**src/hw/rtl/mcsd_pkg.sv**
```systemverilog
// Shared types and constants for the modem carrier string detector.
// Holds the two match patterns, counter widths and the result struct.
// No dependencies.
`default_nettype none

package mcsd_pkg;

  localparam int CNT_W     = 4;
  localparam int PAT_DEPTH = 1 << CNT_W;

  typedef logic [CNT_W-1:0] count_t;
  typedef logic [0:PAT_DEPTH-1][7:0] pattern_t;

  localparam count_t DROP_LEN    = count_t'(14);
  localparam count_t CONNECT_LEN = count_t'(11);

  // CR LF "NO CARRIER" CR LF, padded past its length with zeros
  localparam pattern_t DROP_PATTERN = '{
    8'h0D, 8'h0A, 8'h4E, 8'h4F, 8'h20, 8'h43, 8'h41, 8'h52,
    8'h52, 8'h49, 8'h45, 8'h52, 8'h0D, 8'h0A, 8'h00, 8'h00
  };

  // CR LF "CONNECT" CR LF, padded past its length with zeros
  localparam pattern_t CONNECT_PATTERN = '{
    8'h0D, 8'h0A, 8'h43, 8'h4F, 8'h4E, 8'h4E, 8'h45, 8'h43,
    8'h54, 8'h0D, 8'h0A, 8'h00, 8'h00, 8'h00, 8'h00, 8'h00
  };

  typedef struct packed {
    count_t count_next;
    logic   full;
  } match_t;

  typedef struct packed {
    logic carrier_up;
    logic connect_seen;
    logic drop_seen;
  } result_t;

endpackage

`default_nettype wire

```
**src/hw/rtl/mcsd_if.sv**
```systemverilog
// Handshake interfaces of the modem carrier string detector:
// received byte channel, result channel and configuration write channel.
// No dependencies.
`default_nettype none

interface mcsd_byte_if;
  logic       valid;
  logic       ready;
  logic [7:0] rx_byte;

  modport source (output valid, output rx_byte, input ready);
  modport sink (input valid, input rx_byte, output ready);
endinterface

interface mcsd_result_if;
  logic valid;
  logic ready;
  logic carrier_up;
  logic connect_seen;
  logic drop_seen;

  modport source (output valid, output carrier_up, output connect_seen, output drop_seen,
                  input ready);
  modport sink (input valid, input carrier_up, input connect_seen, input drop_seen,
                output ready);
endinterface

interface mcsd_cfg_if;
  logic valid;
  logic ready;
  logic terminal_mode;

  modport source (output valid, output terminal_mode, input ready);
  modport sink (input valid, input terminal_mode, output ready);
endinterface

`default_nettype wire

```
**src/hw/rtl/mcsd_matcher.sv**
```systemverilog
// One streaming pattern matcher step: next partial-match count and full-match flag.
// Depends on mcsd_pkg.
`default_nettype none

module mcsd_matcher (
  input  mcsd_pkg::count_t   count,
  input  logic [7:0]         rx_byte,
  input  mcsd_pkg::pattern_t pattern,
  input  mcsd_pkg::count_t   pattern_len,
  output mcsd_pkg::match_t   match
);
  import mcsd_pkg::*;

  count_t advanced;

  always_comb begin
    if (count < pattern_len && pattern[count] == rx_byte) begin
      advanced = count_t'(count + count_t'(1));
    end else if (pattern[0] == rx_byte) begin
      advanced = count_t'(1);
    end else begin
      advanced = '0;
    end
    // restart after a full match
    match.full       = (advanced == pattern_len);
    match.count_next = match.full ? '0 : advanced;
  end

endmodule

`default_nettype wire

```
**src/hw/rtl/modem_carrier_string_detector.sv**
```systemverilog
// Modem carrier string detector, top level. Depends on mcsd_pkg, mcsd_if, mcsd_matcher.
// A byte passes the input register, then the result register, before its result is valid.
// Throughput: one byte per cycle while status is ready; the carrier flag and both match
//   counters update in the same cycle the byte leaves the input register, so the next
//   byte sees them.
// Reset (rst, synchronous, active high): carrier down, counters zero, terminal mode off,
//   both pipeline registers empty.
`default_nettype none

module modem_carrier_string_detector (
  input  wire logic     clk,
  input  wire logic     rst,
  mcsd_byte_if.sink     rx,
  mcsd_cfg_if.sink      cfg,
  mcsd_result_if.source status
);
  import mcsd_pkg::*;

  // Configuration: always ready; the user must write it only while the block is idle, the block does not enforce this.
  logic terminal_mode;

  // Input register stage.
  logic       in_valid;
  logic [7:0] in_byte;

  // Detector state.
  logic   carrier_flag;
  count_t drop_count;
  count_t connect_count;

  // Result register stage.
  logic    out_valid;
  result_t out_result;

  logic    advance;
  match_t  drop_match;
  match_t  connect_match;
  logic    carrier_next;
  count_t  drop_count_next;
  count_t  connect_count_next;
  result_t result_next;
  logic    flag_mid;

  // Move the held byte into the result register whenever that register is free or drained.
  assign advance  = in_valid && (!out_valid || status.ready);
  assign rx.ready = !in_valid || advance;
  assign cfg.ready = 1'b1;

  assign status.valid        = out_valid;
  assign status.carrier_up   = out_result.carrier_up;
  assign status.connect_seen = out_result.connect_seen;
  assign status.drop_seen    = out_result.drop_seen;

  // Both matchers evaluate on the current counts; selection below decides who updates.
  mcsd_matcher u_drop (
    .count       (drop_count),
    .rx_byte     (in_byte),
    .pattern     (DROP_PATTERN),
    .pattern_len (DROP_LEN),
    .match       (drop_match)
  );

  mcsd_matcher u_connect (
    .count       (connect_count),
    .rx_byte     (in_byte),
    .pattern     (CONNECT_PATTERN),
    .pattern_len (CONNECT_LEN),
    .match       (connect_match)
  );

  always_comb begin
    carrier_next       = carrier_flag;
    drop_count_next    = drop_count;
    connect_count_next = connect_count;
    result_next        = '{carrier_up: carrier_flag, connect_seen: 1'b0, drop_seen: 1'b0};
    flag_mid           = carrier_flag;
    if (!terminal_mode) begin
      // Disconnect check first: watch NO CARRIER only while connected.
      if (carrier_flag) begin
        drop_count_next = drop_match.count_next;
        if (drop_match.full) begin
          flag_mid              = 1'b0;
          result_next.drop_seen = 1'b1;
        end
      end
      // Connect check sees the flag as left by the disconnect check on this same byte.
      carrier_next = flag_mid;
      if (!flag_mid) begin
        connect_count_next = connect_match.count_next;
        if (connect_match.full) begin
          carrier_next             = 1'b1;
          result_next.connect_seen = 1'b1;
        end
      end
      result_next.carrier_up = carrier_next;
    end
  end

  always_ff @(posedge clk) begin
    if (rst) begin
      terminal_mode <= 1'b0;
      in_valid      <= 1'b0;
      out_valid     <= 1'b0;
      carrier_flag  <= 1'b0;
      drop_count    <= '0;
      connect_count <= '0;
    end else begin
      if (cfg.valid) begin
        terminal_mode <= cfg.terminal_mode;
      end
      // Input register: load on acceptance, drop once the byte has advanced.
      if (rx.valid && rx.ready) begin
        in_valid <= 1'b1;
      end else if (advance) begin
        in_valid <= 1'b0;
      end
      // Result register: hold until taken, refill on advance.
      if (advance) begin
        out_valid     <= 1'b1;
        carrier_flag  <= carrier_next;
        drop_count    <= drop_count_next;
        connect_count <= connect_count_next;
      end else if (status.ready) begin
        out_valid <= 1'b0;
      end
    end
  end

  // Payload registers need no reset.
  always_ff @(posedge clk) begin
    if (rx.valid && rx.ready) begin
      in_byte <= rx.rx_byte;
    end
    if (advance) begin
      out_result <= result_next;
    end
  end

`ifndef SYNTHESIS
  // A completed connect pattern always leaves the carrier up.
  a_connect_sets_carrier: assert property (@(posedge clk) disable iff (rst)
    status.valid && status.connect_seen |-> status.carrier_up)
    else $error("connect transaction without carrier up");

  // A drop not followed by a reconnect on the same byte leaves the carrier down.
  a_drop_clears_carrier: assert property (@(posedge clk) disable iff (rst)
    status.valid && status.drop_seen && !status.connect_seen |-> !status.carrier_up)
    else $error("drop transaction with carrier still up");

  // Terminal mode bytes leave the detector state untouched.
  a_terminal_holds_state: assert property (@(posedge clk) disable iff (rst)
    advance && terminal_mode |=>
      $stable(carrier_flag) && $stable(drop_count) && $stable(connect_count))
    else $error("detector state changed in terminal mode");

  // Counters never reach their pattern length.
  a_count_range: assert property (@(posedge clk) disable iff (rst)
    drop_count < DROP_LEN && connect_count < CONNECT_LEN)
    else $error("match counter out of range");
`endif

endmodule

`default_nettype wire

```
**src/flat_wrapper.sv**
```systemverilog
// flat-port wrapper written by rule: the top's interface ports become plain ports
module modem_carrier_string_detector_flat import mcsd_pkg::*;
  (clk, rst, rx_valid, rx_rx_byte, rx_ready, cfg_valid, cfg_terminal_mode, cfg_ready, status_valid, status_carrier_up, status_connect_seen, status_drop_seen, status_ready);
  mcsd_byte_if rx_i ();
  mcsd_cfg_if cfg_i ();
  mcsd_result_if status_i ();
  input  wire logic clk;
  input  wire logic rst;
  input wire logic [$bits(rx_i.valid)-1:0] rx_valid;
  input wire logic [$bits(rx_i.rx_byte)-1:0] rx_rx_byte;
  output wire logic [$bits(rx_i.ready)-1:0] rx_ready;
  input wire logic [$bits(cfg_i.valid)-1:0] cfg_valid;
  input wire logic [$bits(cfg_i.terminal_mode)-1:0] cfg_terminal_mode;
  output wire logic [$bits(cfg_i.ready)-1:0] cfg_ready;
  output wire logic [$bits(status_i.valid)-1:0] status_valid;
  output wire logic [$bits(status_i.carrier_up)-1:0] status_carrier_up;
  output wire logic [$bits(status_i.connect_seen)-1:0] status_connect_seen;
  output wire logic [$bits(status_i.drop_seen)-1:0] status_drop_seen;
  input wire logic [$bits(status_i.ready)-1:0] status_ready;
  assign rx_i.valid = rx_valid;
  assign rx_i.rx_byte = rx_rx_byte;
  assign rx_ready = rx_i.ready;
  assign cfg_i.valid = cfg_valid;
  assign cfg_i.terminal_mode = cfg_terminal_mode;
  assign cfg_ready = cfg_i.ready;
  assign status_valid = status_i.valid;
  assign status_carrier_up = status_i.carrier_up;
  assign status_connect_seen = status_i.connect_seen;
  assign status_drop_seen = status_i.drop_seen;
  assign status_i.ready = status_ready;
  modem_carrier_string_detector u_core (.clk(clk), .rst(rst), .rx(rx_i), .cfg(cfg_i), .status(status_i));
endmodule
```
**config.mk**
```make
export PLATFORM = sky130hd
export DESIGN_NAME = modem_carrier_string_detector_flat
export DESIGN_NICKNAME = d
export VERILOG_FILES = /design/src/hw/rtl/mcsd_pkg.sv /design/src/hw/rtl/mcsd_if.sv /design/src/hw/rtl/mcsd_matcher.sv /design/src/hw/rtl/modem_carrier_string_detector.sv /design/src/flat_wrapper.sv
export SDC_FILE = /design/constraint.sdc
export NUM_CORES = 1
export LEC_CHECK = 0
export BUFFER_PORTS_ARGS = -buffer_cell sky130_fd_sc_hd__buf_2
export CAP_MARGIN = 5
export CORE_ASPECT_RATIO = 1.4
export CORE_MARGIN = 2
export CORE_UTILIZATION = 45
export CTS_CLUSTER_DIAMETER = 30
export CTS_CLUSTER_SIZE = 10
export DETAILED_ROUTE_END_ITERATION = 8
export PLACE_DENSITY = 0.68
export SLEW_MARGIN = 15
export SYNTH_ARGS = -nofsm -noshare
export SYNTH_HDL_FRONTEND = slang
export SYNTH_HIERARCHICAL = 1
export SYNTH_SLANG_ARGS = --single-unit
```
**constraint.sdc**
```tcl
create_clock -name clk -period 4.02 [get_ports clk]
set_input_delay 0.402 -clock clk [delete_from_list [all_inputs] [get_ports clk]]
set_output_delay 0.402 -clock clk [all_outputs]
set_load 0.02 [all_outputs]
```
Word level (Yosys, flattened, before mapping)
Memory sizes are Yosys's and may differ from the RTL's.
Cells that the tools add are included.

cells by class
  equality and inequality tests = 5
  $lt $le $gt $ge = 4
  multiplexer cells = 22
  reduce and logical (&&, ||, !) cells = 15
  add/subtract/negate cells = 2
  bitwise operators = 5

operators by type and width
  cell                                          count
  2-to-1 mux 8 bit                              4
  == test 8 bit                                 2
  2-to-1 mux 4 bit                              4
  2-to-1 mux 1 bit                              13
  >= comparator 5 bit, second input constant    2
  NOT 4 -> 5 bit                                2
  adder 4 x 1 -> 4 bit, second input constant   2
  == test 4 bit, second input constant          2
  == test 4 x 8 -> 1 bit, first input constant  1
  < comparator 4 bit, second input constant     2
  AND reduction 3 bit                           2
  logical AND 1 bit                             4
  nonzero test 2 bit                            2
  OR reduction 2 bit                            2
  2-to-1 mux 3 bit                              1
  NOT 1 bit                                     3
  zero test 1 bit                               2
  logical OR 1 bit                              2
  AND reduction 2 bit                           1

storage, ports and cells
  logic and storage cells = 65
  output and inout bits = 6
  flip-flop bits (word level) = 23
  memories = 2
  memory bits (read-only) = 256
  bits of input ports = 14

memory list
  name              depth  bits a word  rd ports  clocked after Yosys merged registers in  write ports  RTL line            RTL
  (name not given)  16     8            1         0                                        0            mcsd_matcher.sv:17  if (count < pattern_len && pattern[count] == rx_byte) begin
  (name not given)  16     8            1         0                                        0            mcsd_matcher.sv:17

Logic depth before layout (Yosys ltp)
  depth in word-level cells = 13
  depth in mapped cells = 13
  mapped depth without buffers = 11

Hierarchy
Netlist, hierarchy kept.

by module, submodules not included
  module                         area each (um^2)  times used  cells each  seq. area each (um^2)
  mcsd_matcher                   1,599.0           2           163         0.0
  modem_carrier_string_detector  914.6             1           76          570.5

Worst setup path before layout
Ideal clock, no wire load.

  kind = register to register
  from = reg u_core.drop_count[1]
  to = reg u_core.connect_count[0]
  path slack = 0.883 ns
  period minus slack after synthesis = 3.137 ns
  stages on the path, launching flop included = 11
  arrival = 3.066 ns
  buffers on the path = 1
  cell sequence = dfxtp_1 -> buf_6 -> mux4_1 -> mux4_2 -> xor2_1 -> a211o_1 -> nor4_4 -> mux2i_1 -> nor2b_1 -> nor3_4 -> mux2i_1

RTL lines
  element                 RTL line                              RTL
  from (decl)             modem_carrier_string_detector.sv:28   count_t drop_count;
  from (signal assigned)  modem_carrier_string_detector.sv:121  drop_count <= drop_count_next;
  to (signal assigned)    modem_carrier_string_detector.sv:122  connect_count <= connect_count_next;
  to (decl)               modem_carrier_string_detector.sv:29   count_t connect_count;

==> results.yml <==
die:
  die_h_um: 117
  num_rows: 41
  core_area_sq_um: 8930
  dieArea_sq_um: 9930
  io_pins: 20
  initial_core_util_pct: 46.1
  die-width_um: 84.8
synth:
  synth_seq_cells: 23
  yosysSeqAreaShare_pct: 13.9
  synth_ff_type: "dfxtp_1"
  synth.area.top_cells: "mux4_2, mux2i_1, edfxtp_1"
  netlist.top_cell.by_area: "mux4_2"
  avgSynthCellArea_sq_um: 10.2
  synth_top_area_share_pct: 21.9
  ys_types: 51
  synthCells: 402
  synth_area_sq_um: 4110
  yosysWarnings: 6
  async_flop_share_pct: 0
  synth_edf_count: 11
layout:
  diodes: 0
  multi_input_area_sq_um: 4460
  fill_cells: 856
  syn_to_final_growth_pct: 33.0
  regArea_sq_um: 573
  nNetsFinal: 729
  drive_above_1_share_pct: 15.9
  utilization_pct: 61.3
global_route:
  grt_usage_pct: 17.9
  grt_max_degree: 34
  gr-total-overflow: 0
  antenna_found_initial: 0
  grt_first_pass_wirelength_um: 14600
  grt_pass1_vias: 3457
cts:
  post-cts-setup-buffers: 0
  cts_resized: 0
  root_buffer: "clkbuf_16"
  clk-insertion-delay-late_ns: 0.25
  cts_max_level: 1
  clock_sinks: 23
  hold_buffers: 0
  clockBufferDepth: 2
  cts_tree: "yes"
  path_clk_slew_ns: 0.06
  cts_made_buffers: 3
timing:
  worst_pin_slew_ns: 0.730
  setup_viol: 0
  slew_viol_final: 0
  slew_headroom_pct: 51.2
  grt_setup_unrepaired: "false"
  fin_crit_ns: 3.50
  clock_skew_ns: 0.000986
  max_freq_mhz: 286
  finalCritPeriodShare_pct: 87.1
  finalHoldViolCount: 0
  finalSetupTns_ns: 0
power_and_ir_drop:
  ir_drop_mv: 0.127
  p_per_area_nw_per_um2: 124
  p_leak_nw: 2.36
routing:
  wl_per_cell_um: 10.1
  drt_iter0_markers: 100
  drcViolationCount: 0
  drt-pass1-iter-count: 4
  viasPerCell: 4.46
  antenna_left: 0
  wirelength_um: 8210
  vias: 3630
status:
  status: "finished clean"
setup_path:
  path_delay_family: "multiplexers"
  cp.required_ns: 4.14
  critPathCaptureType: "flop"
  crit_buf_inv: 1
  path_cells: "mux4_2, mux4_2, xor2_1, a211o_1, nor4_4, mux2i_1, inv_1, o311ai_0, o41ai_1"
  cp-start-kind: "flop"
  critPathArrivalTime_ns: 3.62
  cp-startpoint: "u_core/drop_count[2]$_SDFFE_PP0P_"
  worstPathMaxFanout: 22
  max_stage_delay_ns: 0.79
  path_common_cell: "mux4_2"
  timing.rr.start: "u_core/drop_count[2]$_SDFFE_PP0P_"
  path_class: "flop to flop"
  critPathSlowestCell: "dfxtp_1"
flow_run:
  drv_cap: 0
place:
  portBuffers: 18
  dp_hpwl_um: 6910
  gp_congestion: 0.804
worst_hold_path:
  hp-class: "primary input to flop"
  hold_path_startpoint: "rx_rx_byte[4]"
==> per-stage QoR <==
| step | hold WS [ns] | total power, mW | cells | instance area, sq um | setup slack [ns] |
|---|---|---|---|---|---|
| floorplan | 0.449 | 0.435 | 701 | 5240 | 0.883 |
| global route | 0.319 | 0.728 | 813 | 5470 | 0.305 |
| detailed placement | 0.541 | 0.463 | 809 | 5390 | 0.539 |
| CTS | 0.317 | 0.676 | 813 | 5470 | 0.500 |
| global placement | 0.510 | 0.458 | 809 | 5390 | 0.597 |
| finish | 0.320 | 0.679 | 813 | 5470 | 0.520 |
==> layout make-up <==
class,instances,area share [%]
multi-input cells,638,81.5
flip-flops and latches,23,10.5
repair buffers,28,3.25
well taps,107,2.45
clock buffers,4,1.44
inverters,13,0.892
==> synthesized netlist by cell type, types with 3 or more instances <==
library cell and n:
buf_6 3, or4b_1 4, a221oi_1 8, mux2i_1 45, mux4_2 40, xnor2_1 34, buf_2 13, nand2b_1 7
mux4_1 4, dfxtp_1 12, or4b_2 4, a21oi_1 9, nand4b_1 4, nand4_1 8, o22ai_1 12, and2_1 5
clkbuf_1 4, ha_1 8, a22o_1 4, inv_1 12, nand3_1 8, nor4_1 4, a21o_1 4, nor2_1 13
nand2_1 32, edfxtp_1 11, xor2_1 10, nor2b_1 3, mux2_2 26, nor3_1 6, buf_4 5, o21ai_0 11
==> cell usage in the layout (no fill, tap or decap), types with 9 or more instances in the layout <==
cell,count
mux4_2,40
a21oi_1,9
dfxtp_1,10
xor2_1,10
o22ai_1,12
inv_1,12
buf_2,18
mux2_2,26
conb_1,301
o21ai_0,11
xnor2_1,34
edfxtp_1,11
nor2_1,13
nand2_1,32
buf_4,9
mux2i_1,45
==> metal layers <==
layer / track usage [%] / vias to the layer above / share of wire [%]
met5: 0 / - / 0
met4: 5.08 / 0 / 2.4
met3: 1.33 / 16 / 1.3
met2: 36.9 / 35 / 58
met1: 19.3 / 1697 / 39
li1: - / 1882 / -
==> worst register-to-register path, stage by stage, from the launching register on <==
cell	delay, ns
dfxtp_1	0.79
mux4_2	0.41
mux4_2	0.47
xor2_1	0.15
a211o_1	0.26
nor4_4	0.40
mux2i_1	0.27
inv_1	0.10
o311ai_0	0.38
o41ai_1	0.14
==> kinds of logic after synthesis <==
logic type	after synthesis	share of synthesized area, %
xor+xnor	44	9.37
other cells	2	0.183
simple gates	110	16.3
flops	23	13.9
fa+ha+maj	8	2.43
mux	117	43.3
buf+inv	40	5.05
compound gates	58	9.55
==> registers in the layout, summed over array words and instances (netlist names) <==
| register | count |
|---|---|
| u_core/status.carrier_up | 1 |
| u_core/drop_count | 4 |
| u_core/connect_count | 4 |
| u_core/in_valid | 1 |
| u_core/terminal_mode | 1 |
| u_core/status.connect_seen | 1 |
| u_core/in_byte | 8 |
| u_core/status.valid | 1 |
| u_core/status.drop_seen | 1 |
| u_core/carrier_flag | 1 |
==> final timing paths <==
| path | endpoint | slack, ns | depth (start not counted) |
|---|---|---|---|
| hold / removal | u_core/in_byte[4]$_DFFE_PP_ | 0.32 | 1 |
| setup / recovery | u_core/carrier_flag$_SDFFE_PP0P_ | 0.52 | 9 |
| setup reg to reg | u_core/carrier_flag$_SDFFE_PP0P_ | 0.52 | 9 |
| hold reg to reg | u_core/terminal_mode$_SDFFE_PP0P_ | 0.57 | 2 |
==> power by group <==
group	total [mW]	internal, mW	leakage [nW]	switching [mW]
Combinational	0.196	0.0973	2.12	0.0992
Sequential	0.270	0.254	0.205	0.0157
Clock	0.213	0.135	0.0382	0.0774
Note: power is estimated with default switching activity, not from simulation.
